<file path="config.mk">
export PLATFORM = sky130hd
export DESIGN_NAME = flash_save_slot_manager
export DESIGN_NICKNAME = d
export VERILOG_FILES = /design/src/sv/fssm_pkg.sv /design/src/sv/fssm_front.sv /design/src/sv/fssm_queue.sv /design/src/sv/fssm_back.sv /design/src/sv/flash_save_slot_manager.sv
export SDC_FILE = /design/constraint.sdc
export NUM_CORES = 1
export LEC_CHECK = 0
export CORE_MARGIN = 8
export CORE_UTILIZATION = 55
export DETAILED_ROUTE_END_ITERATION = 12
export DONT_BUFFER_PORTS = 1
export PLACE_DENSITY = 0.7
export SLEW_MARGIN = 20
export SYNTH_ARGS = -nofsm -noshare
export SYNTH_HDL_FRONTEND = slang
export SYNTH_HIERARCHICAL = 1
export SYNTH_SLANG_ARGS = --single-unit
</file>
<file path="constraint.sdc">
create_clock -name clk -period 8.94 [get_ports clk]
set_input_delay 1.341 -clock clk [delete_from_list [all_inputs] [get_ports clk]]
set_output_delay 1.341 -clock clk [all_outputs]
set_load 0.01 [all_outputs]
</file>
<file path="src/sv/fssm_pkg.sv">
package fssm_pkg;

  // Flash layout
  localparam int RECORD_BYTES     = 1024;
  localparam int SLOTS_PER_MIRROR = 4;
  localparam int MIRRORS          = 2;
  localparam int KEY_LEN          = 7;

  localparam int BYTE_W = $clog2(RECORD_BYTES);
  localparam int POS_W  = (SLOTS_PER_MIRROR > 1) ? $clog2(SLOTS_PER_MIRROR) : 1;
  localparam int MIR_W  = (MIRRORS > 1) ? $clog2(MIRRORS) : 1;

  // Command queue between front and back
  localparam int QUEUE_DEPTH = 2;
  localparam int QPTR_W      = (QUEUE_DEPTH > 1) ? $clog2(QUEUE_DEPTH) : 1;
  localparam int QCNT_W      = $clog2(QUEUE_DEPTH + 1);

  typedef enum logic [1:0] {
    MODE_SCAN_BYTE = 2'd0,
    MODE_SCAN_DONE = 2'd1,
    MODE_SAVE      = 2'd2,
    MODE_VERIFY    = 2'd3
  } mode_t;

  typedef enum logic [2:0] {
    ACT_CHECKED = 3'd0,
    ACT_ERASE   = 3'd1,
    ACT_PROGRAM = 3'd2,
    ACT_SAVED   = 3'd3,
    ACT_FAILED  = 3'd4,
    ACT_READY   = 3'd5
  } action_t;

  typedef logic [0:0] mirror_f_t;
  typedef logic [1:0] position_f_t;

  typedef struct packed {
    logic [1:0] mode;
    logic [7:0] data_byte;
    logic       program_ok;
  } in_item_t;

  typedef struct packed {
    logic [2:0]  action;
    logic        slot_valid;
    mirror_f_t   mirror;
    position_f_t position;
    logic [15:0] serial;
    logic        last;
  } out_item_t;

  // One queued command: one or two results
  typedef struct packed {
    out_item_t first;
    out_item_t second;
    logic      pair;
  } cmd_t;

endpackage

</file>
<file path="src/sv/fssm_front.sv">
module fssm_front (
  input  logic               clk,
  input  logic               rst,
  input  logic               item_valid,
  output logic               item_stall,
  input  fssm_pkg::in_item_t item,
  input  logic               full,
  output logic               push,
  output fssm_pkg::cmd_t     cmd
);

  localparam int BW = fssm_pkg::BYTE_W;
  localparam int PW = fssm_pkg::POS_W;
  localparam int MW = fssm_pkg::MIR_W;

  localparam logic [BW-1:0] KEY_END    = BW'(fssm_pkg::KEY_LEN);
  localparam logic [BW-1:0] SUM_END    = BW'(fssm_pkg::RECORD_BYTES - 2);
  localparam logic [BW-1:0] SERIAL_HI  = BW'(fssm_pkg::RECORD_BYTES - 4);
  localparam logic [BW-1:0] SERIAL_LO  = BW'(fssm_pkg::RECORD_BYTES - 3);
  localparam logic [BW-1:0] CHECK_HI   = BW'(fssm_pkg::RECORD_BYTES - 2);
  localparam logic [BW-1:0] LAST_BYTE  = BW'(fssm_pkg::RECORD_BYTES - 1);
  localparam logic [PW-1:0] LAST_POS   = PW'(fssm_pkg::SLOTS_PER_MIRROR - 1);
  localparam logic [MW-1:0] LAST_MIR   = MW'(fssm_pkg::MIRRORS - 1);

  typedef enum logic [1:0] {
    PEND_NONE   = 2'd0,
    PEND_FIRST  = 2'd1,
    PEND_RETRY  = 2'd2,
    PEND_FORMAT = 2'd3
  } pend_t;

  logic [BW-1:0] byte_count, byte_count_next;
  logic [15:0]   running_sum, running_sum_next;
  logic          key_match, key_match_next;
  logic [15:0]   serial_read, serial_read_next;
  logic [15:0]   checksum_read, checksum_read_next;
  logic [PW-1:0] scan_pos, scan_pos_next;
  logic [MW-1:0] scan_mir, scan_mir_next;
  logic          scan_done, scan_done_next;
  logic          any_found, any_found_next;
  logic [MW-1:0] cur_mirror, cur_mirror_next;
  logic [PW-1:0] cur_position, cur_position_next;
  logic [15:0]   cur_serial, cur_serial_next;
  pend_t         pending, pending_next;
  logic [MW-1:0] target_mirror, target_mirror_next;
  logic [PW-1:0] target_position, target_position_next;

  logic          accept;
  logic          slot_ok;
  logic [15:0]   serial_diff;
  logic [15:0]   serial_inc;
  logic [MW-1:0] nm;
  logic [PW-1:0] np;

  function automatic logic [7:0] key_byte(input logic [2:0] idx);
    logic [7:0] b;
    case (idx)
      3'd0:    b = 8'h43;
      3'd1:    b = 8'h4F;
      3'd2:    b = 8'h4E;
      3'd3:    b = 8'h46;
      3'd4:    b = 8'h49;
      3'd5:    b = 8'h47;
      default: b = 8'h00;
    endcase
    return b;
  endfunction

  function automatic fssm_pkg::out_item_t mk(input fssm_pkg::action_t act, input logic ok,
                                             input logic [MW-1:0] mir,
                                             input logic [PW-1:0] pos,
                                             input logic [15:0] ser, input logic fin);
    fssm_pkg::out_item_t r;
    r.action     = act;
    r.slot_valid = ok;
    r.mirror     = fssm_pkg::mirror_f_t'(mir);
    r.position   = fssm_pkg::position_f_t'(pos);
    r.serial     = ser;
    r.last       = fin;
    return r;
  endfunction

  assign item_stall  = full;
  assign accept      = item_valid && !full;
  assign serial_inc  = cur_serial + 16'd1;
  assign slot_ok     = key_match && (running_sum == {checksum_read[15:8], item.data_byte});
  assign serial_diff = cur_serial - serial_read;
  // Rotate mirror first; step the position when the mirror wraps
  assign nm = (cur_mirror == LAST_MIR) ? '0 : cur_mirror + 1'b1;
  assign np = (nm != '0) ? cur_position : ((cur_position == LAST_POS) ? '0 : cur_position + 1'b1);

  always_comb begin
    byte_count_next      = byte_count;
    running_sum_next     = running_sum;
    key_match_next       = key_match;
    serial_read_next     = serial_read;
    checksum_read_next   = checksum_read;
    scan_pos_next        = scan_pos;
    scan_mir_next        = scan_mir;
    scan_done_next       = scan_done;
    any_found_next       = any_found;
    cur_mirror_next      = cur_mirror;
    cur_position_next    = cur_position;
    cur_serial_next      = cur_serial;
    pending_next         = pending;
    target_mirror_next   = target_mirror;
    target_position_next = target_position;
    push                 = 1'b0;
    cmd                  = '0;

    if (accept) begin
      case (fssm_pkg::mode_t'(item.mode))
        fssm_pkg::MODE_SCAN_BYTE: begin
          if (!scan_done) begin
            if (byte_count < KEY_END && item.data_byte != key_byte(byte_count[2:0])) begin
              key_match_next = 1'b0;
            end
            if (byte_count < SUM_END) begin
              running_sum_next = running_sum + 16'(item.data_byte);
            end
            if (byte_count == SERIAL_HI) serial_read_next[15:8] = item.data_byte;
            if (byte_count == SERIAL_LO) serial_read_next[7:0] = item.data_byte;
            if (byte_count == CHECK_HI) checksum_read_next[15:8] = item.data_byte;
            if (byte_count != LAST_BYTE) begin
              byte_count_next = byte_count + 1'b1;
            end else begin
              push      = 1'b1;
              cmd.first = mk(fssm_pkg::ACT_CHECKED, slot_ok, scan_mir, scan_pos,
                             serial_read, 1'b1);
              // Newer serial wins under wraparound; earlier slot keeps a tie
              if (slot_ok) begin
                if (!any_found || serial_diff[15]) begin
                  cur_mirror_next   = scan_mir;
                  cur_position_next = scan_pos;
                  cur_serial_next   = serial_read;
                end
                any_found_next = 1'b1;
              end
              if (scan_pos == LAST_POS) begin
                scan_pos_next = '0;
                if (scan_mir == LAST_MIR) begin
                  scan_done_next = 1'b1;
                end else begin
                  scan_mir_next = scan_mir + 1'b1;
                end
              end else begin
                scan_pos_next = scan_pos + 1'b1;
              end
              byte_count_next    = '0;
              running_sum_next   = '0;
              key_match_next     = 1'b1;
              serial_read_next   = '0;
              checksum_read_next = '0;
            end
          end
        end

        fssm_pkg::MODE_SCAN_DONE: begin
          byte_count_next    = '0;
          running_sum_next   = '0;
          key_match_next     = 1'b1;
          serial_read_next   = '0;
          checksum_read_next = '0;
          scan_pos_next      = '0;
          scan_mir_next      = '0;
          scan_done_next     = 1'b0;
          any_found_next     = 1'b0;
          push               = 1'b1;
          if (any_found) begin
            cmd.first = mk(fssm_pkg::ACT_READY, 1'b0, cur_mirror, cur_position,
                           cur_serial, 1'b1);
          end else begin
            // Nothing valid: format mirror 0, slot 0, serial 0
            cur_mirror_next      = '0;
            cur_position_next    = '0;
            cur_serial_next      = '0;
            target_mirror_next   = '0;
            target_position_next = '0;
            pending_next         = PEND_FORMAT;
            cmd.first  = mk(fssm_pkg::ACT_ERASE, 1'b0, '0, '0, 16'd0, 1'b0);
            cmd.second = mk(fssm_pkg::ACT_PROGRAM, 1'b0, '0, '0, 16'd0, 1'b1);
            cmd.pair   = 1'b1;
          end
        end

        fssm_pkg::MODE_SAVE: begin
          push = 1'b1;
          if (pending != PEND_NONE) begin
            cmd.first = mk(fssm_pkg::ACT_FAILED, 1'b0, cur_mirror, cur_position,
                           cur_serial, 1'b1);
          end else begin
            target_mirror_next   = nm;
            target_position_next = np;
            pending_next         = PEND_FIRST;
            if (np == '0) begin
              cmd.first  = mk(fssm_pkg::ACT_ERASE, 1'b0, nm, '0, serial_inc, 1'b0);
              cmd.second = mk(fssm_pkg::ACT_PROGRAM, 1'b0, nm, np, serial_inc, 1'b1);
              cmd.pair   = 1'b1;
            end else begin
              cmd.first = mk(fssm_pkg::ACT_PROGRAM, 1'b0, nm, np, serial_inc, 1'b1);
            end
          end
        end

        fssm_pkg::MODE_VERIFY: begin
          case (pending)
            PEND_NONE: begin
            end
            PEND_FORMAT: begin
              push         = 1'b1;
              pending_next = PEND_NONE;
              cmd.first = mk(item.program_ok ? fssm_pkg::ACT_SAVED : fssm_pkg::ACT_FAILED,
                             1'b0, cur_mirror, cur_position, cur_serial, 1'b1);
            end
            PEND_FIRST, PEND_RETRY: begin
              push = 1'b1;
              if (item.program_ok) begin
                // Commit the target slot
                cur_mirror_next   = target_mirror;
                cur_position_next = target_position;
                cur_serial_next   = serial_inc;
                pending_next      = PEND_NONE;
                cmd.first = mk(fssm_pkg::ACT_SAVED, 1'b0, target_mirror, target_position,
                               serial_inc, 1'b1);
              end else if (pending == PEND_FIRST) begin
                pending_next = PEND_RETRY;
                cmd.first  = mk(fssm_pkg::ACT_ERASE, 1'b0, target_mirror, '0,
                                serial_inc, 1'b0);
                cmd.second = mk(fssm_pkg::ACT_PROGRAM, 1'b0, target_mirror, target_position,
                                serial_inc, 1'b1);
                cmd.pair   = 1'b1;
              end else begin
                pending_next = PEND_NONE;
                cmd.first = mk(fssm_pkg::ACT_FAILED, 1'b0, cur_mirror, cur_position,
                               cur_serial, 1'b1);
              end
            end
            default: begin
            end
          endcase
        end

        default: begin
        end
      endcase
    end
  end

  always_ff @(posedge clk) begin
    if (rst) begin
      byte_count      <= '0;
      running_sum     <= '0;
      key_match       <= 1'b1;
      serial_read     <= '0;
      checksum_read   <= '0;
      scan_pos        <= '0;
      scan_mir        <= '0;
      scan_done       <= 1'b0;
      any_found       <= 1'b0;
      cur_mirror      <= '0;
      cur_position    <= '0;
      cur_serial      <= '0;
      pending         <= PEND_NONE;
      target_mirror   <= '0;
      target_position <= '0;
    end else begin
      byte_count      <= byte_count_next;
      running_sum     <= running_sum_next;
      key_match       <= key_match_next;
      serial_read     <= serial_read_next;
      checksum_read   <= checksum_read_next;
      scan_pos        <= scan_pos_next;
      scan_mir        <= scan_mir_next;
      scan_done       <= scan_done_next;
      any_found       <= any_found_next;
      cur_mirror      <= cur_mirror_next;
      cur_position    <= cur_position_next;
      cur_serial      <= cur_serial_next;
      pending         <= pending_next;
      target_mirror   <= target_mirror_next;
      target_position <= target_position_next;
    end
  end

endmodule

</file>
<file path="src/sv/fssm_queue.sv">
module fssm_queue (
  input  logic           clk,
  input  logic           rst,
  input  logic           push,
  input  fssm_pkg::cmd_t cmd,
  input  logic           pop,
  output logic           full,
  output logic           nonempty,
  output fssm_pkg::cmd_t head
);

  localparam int PTRW = fssm_pkg::QPTR_W;
  localparam int CNTW = fssm_pkg::QCNT_W;
  localparam logic [PTRW-1:0] LAST_PTR = PTRW'(fssm_pkg::QUEUE_DEPTH - 1);

  fssm_pkg::cmd_t  entries [fssm_pkg::QUEUE_DEPTH];
  logic [PTRW-1:0] wr_ptr, rd_ptr;
  logic [CNTW-1:0] count;

  assign full     = (count == CNTW'(fssm_pkg::QUEUE_DEPTH));
  assign nonempty = (count != '0);
  assign head     = entries[rd_ptr];

  always_ff @(posedge clk) begin
    if (push) begin
      entries[wr_ptr] <= cmd;
    end
  end

  always_ff @(posedge clk) begin
    if (rst) begin
      wr_ptr <= '0;
      rd_ptr <= '0;
      count  <= '0;
    end else begin
      if (push) wr_ptr <= (wr_ptr == LAST_PTR) ? '0 : wr_ptr + 1'b1;
      if (pop) rd_ptr <= (rd_ptr == LAST_PTR) ? '0 : rd_ptr + 1'b1;
      if (push && !pop) begin
        count <= count + 1'b1;
      end else if (pop && !push) begin
        count <= count - 1'b1;
      end
    end
  end

endmodule

</file>
<file path="src/sv/fssm_back.sv">
module fssm_back (
  input  logic                clk,
  input  logic                rst,
  input  logic                nonempty,
  input  fssm_pkg::cmd_t      head,
  output logic                pop,
  output logic                result_valid,
  input  logic                result_stall,
  output fssm_pkg::out_item_t result
);

  logic second, second_next;
  logic xfer;

  // Walk the head command one result per transfer
  assign result_valid = nonempty;
  assign result       = second ? head.second : head.first;
  assign xfer         = nonempty && !result_stall;
  assign pop          = xfer && (second || !head.pair);

  always_comb begin
    second_next = second;
    if (xfer) second_next = !second && head.pair;
  end

  always_ff @(posedge clk) begin
    if (rst) begin
      second <= 1'b0;
    end else begin
      second <= second_next;
    end
  end

endmodule

</file>
<file path="src/sv/flash_save_slot_manager.sv">
// Channel | Direction | Handshake                  | Payload
// item    | in        | item_valid / item_stall    | fssm_pkg::in_item_t  (mode, data_byte, program_ok)
// result  | out       | result_valid / result_stall | fssm_pkg::out_item_t (action .. last)
//
// One input item is taken per cycle while the command queue has room; all state work for the
// item (byte check, sum, slot selection, save rotation) finishes in that cycle.
// Results leave one per cycle from the queue head while result_stall is low; an item that causes two
// results holds the output for two transfers; unstalled, one-result items sustain one item per cycle.
// Synchronous active-high reset clears scan, selection and pending state and empties the queue.
// A stalled output fills the two-entry queue; item_stall then rises until a command drains.
module flash_save_slot_manager (
  input  logic                clk,
  input  logic                rst,
  input  logic                item_valid,
  output logic                item_stall,
  input  fssm_pkg::in_item_t  item,
  output logic                result_valid,
  input  logic                result_stall,
  output fssm_pkg::out_item_t result
);

  logic           push;
  logic           pop;
  logic           full;
  logic           nonempty;
  fssm_pkg::cmd_t cmd;
  fssm_pkg::cmd_t head;

  // Front: classify each item, update scan and save state, build its command
  fssm_front u_front (
    .clk        (clk),
    .rst        (rst),
    .item_valid (item_valid),
    .item_stall (item_stall),
    .item       (item),
    .full       (full),
    .push       (push),
    .cmd        (cmd)
  );

  // Queue: hold commands so the input side keeps moving while results wait
  fssm_queue u_queue (
    .clk      (clk),
    .rst      (rst),
    .push     (push),
    .cmd      (cmd),
    .pop      (pop),
    .full     (full),
    .nonempty (nonempty),
    .head     (head)
  );

  // Back: issue one result per transfer, advance through a pair before the pop
  fssm_back u_back (
    .clk          (clk),
    .rst          (rst),
    .nonempty     (nonempty),
    .head         (head),
    .pop          (pop),
    .result_valid (result_valid),
    .result_stall (result_stall),
    .result       (result)
  );

  // A non-final result is always followed by the final one of the same command
  a_pair_follows : assert property (@(posedge clk) disable iff (rst)
    result_valid && !result_stall && !result.last |=> result_valid && result.last)
    else $error("pair result missing");

  // The first of a pair is always an erase, and a program follows it
  a_erase_then_program : assert property (@(posedge clk) disable iff (rst)
    result_valid && !result_stall && !result.last
      |-> result.action == fssm_pkg::ACT_ERASE)
    else $error("non-final result is not an erase");

  a_program_after_erase : assert property (@(posedge clk) disable iff (rst)
    result_valid && !result_stall && !result.last
      |=> result.action == fssm_pkg::ACT_PROGRAM)
    else $error("erase not followed by program");

  // Only a slot check reports a valid slot
  a_valid_only_checked : assert property (@(posedge clk) disable iff (rst)
    result_valid && result.slot_valid |-> result.action == fssm_pkg::ACT_CHECKED)
    else $error("slot_valid outside slot check");

  // Reset empties the queue
  a_reset_empty : assert property (@(posedge clk) rst |=> !result_valid && !item_stall)
    else $error("queue not empty after reset");

endmodule
</file>
==> summary.md, run 1 <==
| Metric | Value |
|---|---|
| Primary FF master, synth | `edfxtp_1` |
| Reg-to-Reg End | `u_queue/entries[0][8]` |
| CTS buffer count | `17` |
| Final Cycle Share | `42.5%` |
| Peak supply drop | `0.141 mV` |
| Deepest clock path buffer count | `2` |
| CP max stage delay | `710 ps` |
| Avg Synthesized Cell Area | `10.3 um^2` |
| Area grow syn2layout | `6.41%` |
| Core ar. | `0.0180 mm^2` |
| Total Routed Length | `22,000 um` |
| Non-filler instance count after layout | `1,194` |
| Synth Instances | `979` |
| Vias in the first global route | `between 6k and 7k` |
| Cell Area, Placed | `0.0102 mm^2` |
| Status | `finished clean` |
| Drt first pass iters | `5` |
| Worst Reg-to-Reg Cells | `8` |
| Routed WL per cell | `18.4 um` |
| Clk pin slew, worst setup/hold paths | `70 ps` |
| FP Rows | `49` |
| ANT cells | `0` |
| WHS Endpoint | `u_front/running_sum[6]` |
| Initial antenna violation count | `0` |
| First-pass GRT wire length | `between 30,000 and 40,000 um` |
| CP startpoint kind | `flop` |
| Post-CTS sizing | `0` |
| Clk_lat worst skew | `430 ps` |
| Iteration-0 DRC Markers | `just under 700` |
| Setup Total Neg Slack | `0 ps` |
| Count of different cell masters after synthesis | `65` |
| Leak pwr | `3.82 nW` |
| Initial Util | `56.2%` |
| Headroom to the max-slew limit | `30.3%` |
| Cts hold-fix bufs | `0` |
| Routed vias | `7,048` |
| Pwr dens | `~210 mW/mm^2` |
| Hold wc startpoint | `u_front/running_sum[6]` |
| Netlist Area Pre-Place | `0.0101 mm^2` |
| Post-synth EDFFs | `98` |
| Worst slew pin tran | `1050 ps` |
| HP Class | `reg -> reg` |
| Register area share after synthesis | `between 40% and 50%` |
| DP Wirelength | `15,300 um` |
| Height of the die | `152 um` |
| Worst Path Arrival | `3860 ps` |
| Total GRT Usage | `19.5%` |
| CTS sink count | `approximately 180` |
| DRT antenna net count | `0` |
| Port bufs | `0` |
| I/O pin cnt | `41` |
| Share of layout cells above drive strength 1 | `between 10% and 20%` |
| Root buffer cell | `clkbuf_16` |
| Nets@finish | `1,008` |
| Fin. Hold Viols | `0` |
| DRC Markers | `0` |
| Flop-to-flop setup slack | `between 5000 and 6000 ps` |
| WS Path Type | `reg -> reg` |
| WP data required | `around 9000 ps` |
| Unrepaired setup endpoints after global routing | `no` |
| Final Setup Violations | `0` |
| Total grt overflow | `0` |
| Crit-path slowest cell | `or4_1` |
| Largest net degree at the start of global routing | `64` |
| H-Tree Depth | `4` |
| Post-synth ARST share | `0%` |
| Min Clock Period, post-route | `3800 ps` |
| Crit-path cells | `ha_1, inv_1, or4_1, nor3_4, nor2_2, nor2_1, nor2b_4, buf_4` |
| Hold depth | `2` |
| Synth Warn # | `6` |
| CTS tree | `yes` |
| CP max FO | `49` |
| Gpl congestion | `0.913` |
| # Max-Cap Violations | `0` |
| R2r startpoint | `u_front/byte_count[1]` |
| Yosys reg bits | `~180` |
| DIE AREA | `0.0230 mm^2` |
| Die Wd | `152 um` |
| Design area | `~0.011 mm^2` |
| Fmax | `0.263 GHz` |
| DR vias/cell | `5.90` |
| Cells after DPL | `~1.2k` |
| Post-CTS setup repair buffer count | `0` |
| Worst Setup End Kind | `flop` |
| Clk_skew | `8.33 ps` |
| Pins Over Slew Limit | `0` |
==> routing by layer <==
layer / vias up / part of all wire (%) / wire (um) / track usage (%)
met1: 3359 / 47 / 10300 / 26.9
met4: 0 / 1.2 / 271 / 5.93
li1: 3479 / - / - / -
met2: 192 / 47 / 10200 / 31.1
met3: 18 / 5.2 / 1130 / 3.18
met5: - / 0 / 0 / 0
==> sequential cells by signal (all words and copies together) (netlist names), 2 cells and up, named ones only <==
name,flops
u_queue/entries,98
u_front/serial_read,16
u_front/cur_serial,16
u_front/byte_count,10
u_queue/count,2
u_front/target_position,2
u_front/scan_pos,2
u_front/pending,2
u_front/running_sum,16
u_front/cur_position,2
u_front/checksum_read,8
==> layout by cell type (no fill, tap or decap), types with 5 or more instances in the layout <==
| cell | netlist | routed |
|---|---|---|
| mux2_4 | 19 | 19 |
| nor3_1 | 41 | 41 |
| o311a_1 | 5 | 5 |
| xnor2_1 | 32 | 32 |
| clkbuf_16 | 0 | 17 |
| or3_1 | 6 | 6 |
| o21ai_0 | 30 | 30 |
| xor2_1 | 18 | 18 |
| a21o_1 | 10 | 10 |
| inv_1 | 43 | 43 |
| nor2_1 | 126 | 126 |
| inv_6 | 0 | 6 |
| a22oi_1 | 11 | 11 |
| and2_1 | 6 | 5 |
| edfxtp_1 | 98 | 98 |
| nor2b_1 | 19 | 18 |
| nand2_1 | 45 | 45 |
| nand3_1 | 14 | 14 |
| nor3b_1 | 6 | 6 |
| dfxtp_1 | 86 | 85 |
| nand4_1 | 11 | 11 |
| buf_4 | 9 | 9 |
| ha_1 | 40 | 39 |
| mux2i_1 | 31 | 31 |
| a21oi_1 | 74 | 73 |
| a221oi_1 | 10 | 10 |
| a2111oi_4 | 7 | 7 |
| and3_1 | 15 | 15 |
| a31oi_1 | 6 | 6 |
| mux2_2 | 58 | 58 |
==> power breakdown <==
part	total, W	internal, W	switching (W)
combinational	0.000505	0.000224	0.000281
sequential	0.00100	0.000960	0.0000432
clock	0.000729	0.000373	0.000356
==> cells by family after synthesis <==
logic type	share of synthesized area (%)
flip-flops	46.0
AND/OR/NAND/NOR	14.9
multiplexers	12.3
XOR/XNOR	4.32
other	0.0370
buffers and inverters	4.63
AO/OA/AOI/OAI	12.6
adder cells (fa/ha/maj)	5.14
==> stage by stage <==
stage          hold WS (ps)  setup slack [ps]  total power (W)  utilization, %
6_report                466              5140          0.00224            59.8
5_1_grt                 491              4850          0.00234            59.8
4_1_cts                 464              5140          0.00225            59.8
3_5_place_dp            451              4760          0.00153            56.6
3_3_place_gp            443              4740          0.00152            56.6
2_1_floorplan           436              3830          0.00144               -
==> final cells by class <==
type | count | area (um^2)
Sequential cell | 184 | 4670
Clock buffer | 17 | 425
Multi-Input combinational cell | 696 | 5020
Clock inverter | 15 | 150
Inverter | 44 | 165
Tap cell | 229 | 287
Timing Repair Buffer | 9 | 67.6
Fill cell | 1541 | 7250
==> Yosys cell counts, drive strengths merged, types with 12 or more instances <==
cell type,number,area [um^2]
a21oi,74,370
and3,15,93.8
buf,25,184
clkbuf,32,120
dfxtp,86,1720
edfxtp,98,2940
ha,40,500
inv,43,161
mux2,77,938
mux2i,31,310
nand2,45,169
nand3,14,70.1
nand4,12,81.3
nor2,127,479
nor2b,19,119
nor3,42,221
o21ai,33,165
xnor2,32,280
xor2,18,158
==> how the worst max path moves through the flow <==
stage | start | slack (ps) | cells after the start | endpoint
3_3_place_gp | item[9] | 4740 | 7 | u_queue/entries[0][13]
4_1_cts | u_front/byte_count[1] | 5140 | 8 | u_queue/entries[0][8]
5_1_grt | item[9] | 4850 | 9 | u_front/running_sum[15]
2_1_floorplan | item[9] | 3830 | 7 | u_queue/entries[0][0]
6_report | u_front/byte_count[1] | 5140 | 8 | u_queue/entries[0][8]
3_5_place_dp | item[9] | 4760 | 9 | u_front/running_sum[15]
==> critical path: cells and delay by family, from the launching register on <==
| family | cells | cell delay (ps) |
|---|---|---|
| buf+inv | 2 | 600 |
| flops | 1 | 470 |
| simple gates | 5 | 2020 |
| fa+ha+maj | 1 | 290 |
(Power assumes the default switching activity.)
==> run 2: changes to the inputs <==
--- a/config.mk
+++ b/config.mk
@@ -5,11 +5,12 @@
 export SDC_FILE = /design/constraint.sdc
 export NUM_CORES = 1
 export LEC_CHECK = 0
+export ABC_AREA = 1
 export CORE_MARGIN = 8
 export CORE_UTILIZATION = 55
 export DETAILED_ROUTE_END_ITERATION = 12
 export DONT_BUFFER_PORTS = 1
-export PLACE_DENSITY = 0.7
+export PLACE_DENSITY = 0.73
 export SLEW_MARGIN = 20
 export SYNTH_ARGS = -nofsm -noshare
 export SYNTH_HDL_FRONTEND = slang
==> constraint.sdc (replaced) <==
create_clock -name clk -period 3.3 [get_ports clk]
set_input_delay 0.495 -clock clk [delete_from_list [all_inputs] [get_ports clk]]
set_output_delay 0.495 -clock clk [all_outputs]
set_load 0.01 [all_outputs]
==> summary.md, run 2 <==
| Metric | Value |
|---|---|
| Status | `finished clean (unchanged)` |
| Deepest clock path buffer count | `2 (unchanged)` |
| Fill count | `1,695 (was 1,541)` |
| Final Setup Violations | `0 (unchanged)` |
| Peak supply drop | `0.399 mV (was 0.141 mV)` |
| CP startpoint kind | `flop (unchanged)` |
| Final Cycle Share | `78.8% (was 42.5%)` |
| CTS tree | `yes (unchanged)` |
| Leak pwr | `4.77 nW (was 3.82 nW)` |
| Total GRT Usage | `22.2% (was 19.5%)` |
| Fmax | `0.385 GHz (was 0.263 GHz)` |
| Post-CTS sizing | `0 (unchanged)` |
| Area grow syn2layout | `7.14% (was 6.41%)` |
| Worst Setup End Kind | `flop (unchanged)` |
| # Max-Cap Violations | `0 (unchanged)` |
| Initial antenna violation count | `0 (unchanged)` |
| Initial Util | `56.3% (was 56.2%)` |
| WS Path Type | `reg -> reg (unchanged)` |
| Avg Synthesized Cell Area | `8.16 um^2 (was 10.3 um^2)` |
| Netlist Area Pre-Place | `0.0106 mm^2 (was 0.0101 mm^2)` |
| I/O pin cnt | `41 (unchanged)` |
| DRT antenna net count | `0 (unchanged)` |
| Post-synth ARST share | `0% (unchanged)` |
| DR vias/cell | `5.53 (was 5.90)` |
| Post-synth EDFFs | `98 (unchanged)` |
| Max reg flops | `98 (unchanged)` |
| Clk pin slew, worst setup/hold paths | `70 ps (about the same)` |
| Most frequent cells in the layout | `nand2_1, inv_1, nor2_1, edfxtp_1, a21oi_1 (was nor2_1, edfxtp_1, dfxtp_1, a21oi_1, mux2_2)` |
| Nets@finish | `1,345 (was 1,008)` |
| Most common cell in the netlist | `nand2_1 (was nor2_1)` |
| Fin. Hold Viols | `0 (unchanged)` |
| Leading cell type in the layout, fill and taps excluded | `nand2_1 (was nor2_1)` |
| Non-filler instance count after layout | `1,562 (was 1,194)` |
| Port bufs | `0 (unchanged)` |
| Cts hold-fix bufs | `0 (unchanged)` |
| Iteration-0 DRC Markers | `704 (was 681)` |
| Largest net degree at the start of global routing | `50 (was 64)` |
| Min Clock Period, post-route | `2600 ps (was 3800 ps)` |
| DIE AREA | `0.0240 mm^2 (was 0.0230 mm^2)` |
| Gpl congestion | `0.972 (was 0.913)` |
| Share of layout cells above drive strength 1 | `10.5% (was 14.3%)` |
| Clk_skew | `13.0 ps (was 8.33 ps)` |
| Die Wd | `155 um (was 152 um)` |
| Root buffer cell | `clkbuf_16 (unchanged)` |
| Post-CTS setup repair buffer count | `0 (unchanged)` |
| Synth Instances | `1,299 (was 979)` |
| CTS buffer count | `17 (unchanged)` |
| Setup Total Neg Slack | `0 ps (unchanged)` |
| CP max FO | `32 (was 49)` |
| Worst Path Arrival | `2690 ps (was 3860 ps)` |
| Area leader, netlist | `edfxtp_1 (unchanged)` |
| HP Class | `in -> reg (was reg -> reg)` |
| Total Routed Length | `25,900 um (was 22,000 um)` |
| Yosys reg bits | `184 (unchanged)` |
| Synth area leaders | `edfxtp_1, dfxtp_1, nand2_1 (was edfxtp_1, dfxtp_1, mux2_2)` |
| Headroom to the max-slew limit | `52.3% (was 30.3%)` |
| DP Wirelength | `19,300 um (was 15,300 um)` |
| Cells after DPL | `1,530 (was 1,162)` |
| CTS sink count | `184 (unchanged)` |
| H-Tree Depth | `4 (unchanged)` |
| DRC Markers | `0 (unchanged)` |
| Drt first pass iters | `5 (unchanged)` |
| Unrepaired setup endpoints after global routing | `no (unchanged)` |
| Top reg by flops | `u_queue/entries (unchanged)` |
| Vias in the first global route | `8,373 (was 6,682)` |
| Routed WL per cell | `16.6 um (was 18.4 um)` |
| Worst slew pin tran | `708 ps (was 1050 ps)` |
| Height of the die | `155 um (was 152 um)` |
| WP data required | `3390 ps (was 9000 ps)` |
| ANT cells | `0 (unchanged)` |
| Routed vias | `8,637 (was 7,048)` |
| FP Rows | `50 (was 49)` |
| Register area share after synthesis | `44.0% (was 46.0%)` |
| Pwr dens | `530 mW/mm^2 (was 208 mW/mm^2)` |
| Core ar. | `0.0188 mm^2 (was 0.0180 mm^2)` |
| Synth Warn # | `6 (unchanged)` |
| Commonest cells post-synth | `nand2_1, inv_1, nor2_1, edfxtp_1, a21oi_1 (was nor2_1, edfxtp_1, dfxtp_1, a21oi_1, mux2_2)` |
| Primary FF master, synth | `edfxtp_1 (unchanged)` |
| Total grt overflow | `0 (unchanged)` |
| Pins Over Slew Limit | `0 (unchanged)` |
| Count of different cell masters after synthesis | `54 (was 65)` |
| Clk_lat worst skew | `450 ps (was 430 ps)` |
| First-pass GRT wire length | `42,700 um (was 35,400 um)` |
| Share of the synthesized area in the top cell type | `27.8% (was 29.1%)` |
==> run 2: cell families after synthesis <==
group / synth area share, %
other cells: 0.0354
flops: 44.0
mux: 5.56
xor+xnor: 1.40
fa+ha+maj: 4.91
simple gates: 23.8
compound gates: 11.6
buf+inv: 8.66
==> run 2: metal layers <==
metal,share of wire [%],GRT usage [%],vias to the layer above
met2,47,37.2,283
met3,6.3,4.02,43
li1,-,-,4323
met5,0,0,-
met4,1.8,6.63,0
met1,45,28.7,3988
==> run 2: worst max-delay path, stage by stage, from the launching register on <==
cell,delay [ps]
dfxtp_1,440
ha_1,190
inv_1,100
nor2_4,160
nand2_4,80
nor2_8,150
nand2_8,100
nand2_8,80
nand2_1,120
nor2_1,280
nand2_1,110
inv_2,60
buf_4,370
==> run 2: final timing paths <==
check | end | slack (ps) | cells past startpoint | from
worst max-delay path | u_queue/entries[1][35] | 700 | 12 | u_front/byte_count[1]
worst min-delay path | flop | 120 | 1 | rst
worst max register to register | u_queue/entries[1][35] | 700 | 12 | u_front/byte_count[1]
worst min register to register | u_front/running_sum[6] | 470 | 2 | u_front/running_sum[6]
==> run 2: final cells by class <==
cell class              count  area (um^2)  area share [%]
multi-input cells         909         5040            44.3
clock inverters            14          138            1.21
inverters                 161          609            5.36
flip-flops and latches    184         4670            41.1
well taps                 260          325            2.86
repair buffers             16          158            1.39
clock buffers              18          429            3.78
==> run 2: power by group <==
| group | total, W | internal (W) | switching, W |
|---|---|---|---|
| clock | 0.00198 | 0.00100 | 0.000972 |
| combinational | 0.00133 | 0.000474 | 0.000854 |
| sequential | 0.00272 | 0.00258 | 0.000136 |
| total | 0.00602 | 0.00406 | 0.00196 |
==> run 2: stage by stage <==
step                setup WS [ps]  power (W)  instance area (um^2)  util, %  hold WS, ps
global route                  493    0.00634                 11400     60.3          108
floorplan                    72.0    0.00380                 10600        -          434
detailed placement            589    0.00409                 10800     57.3          456
finish                        700    0.00602                 11400     60.3          124
CTS                           698    0.00605                 11400     60.3          107
global placement              636    0.00406                 10800     57.3          449
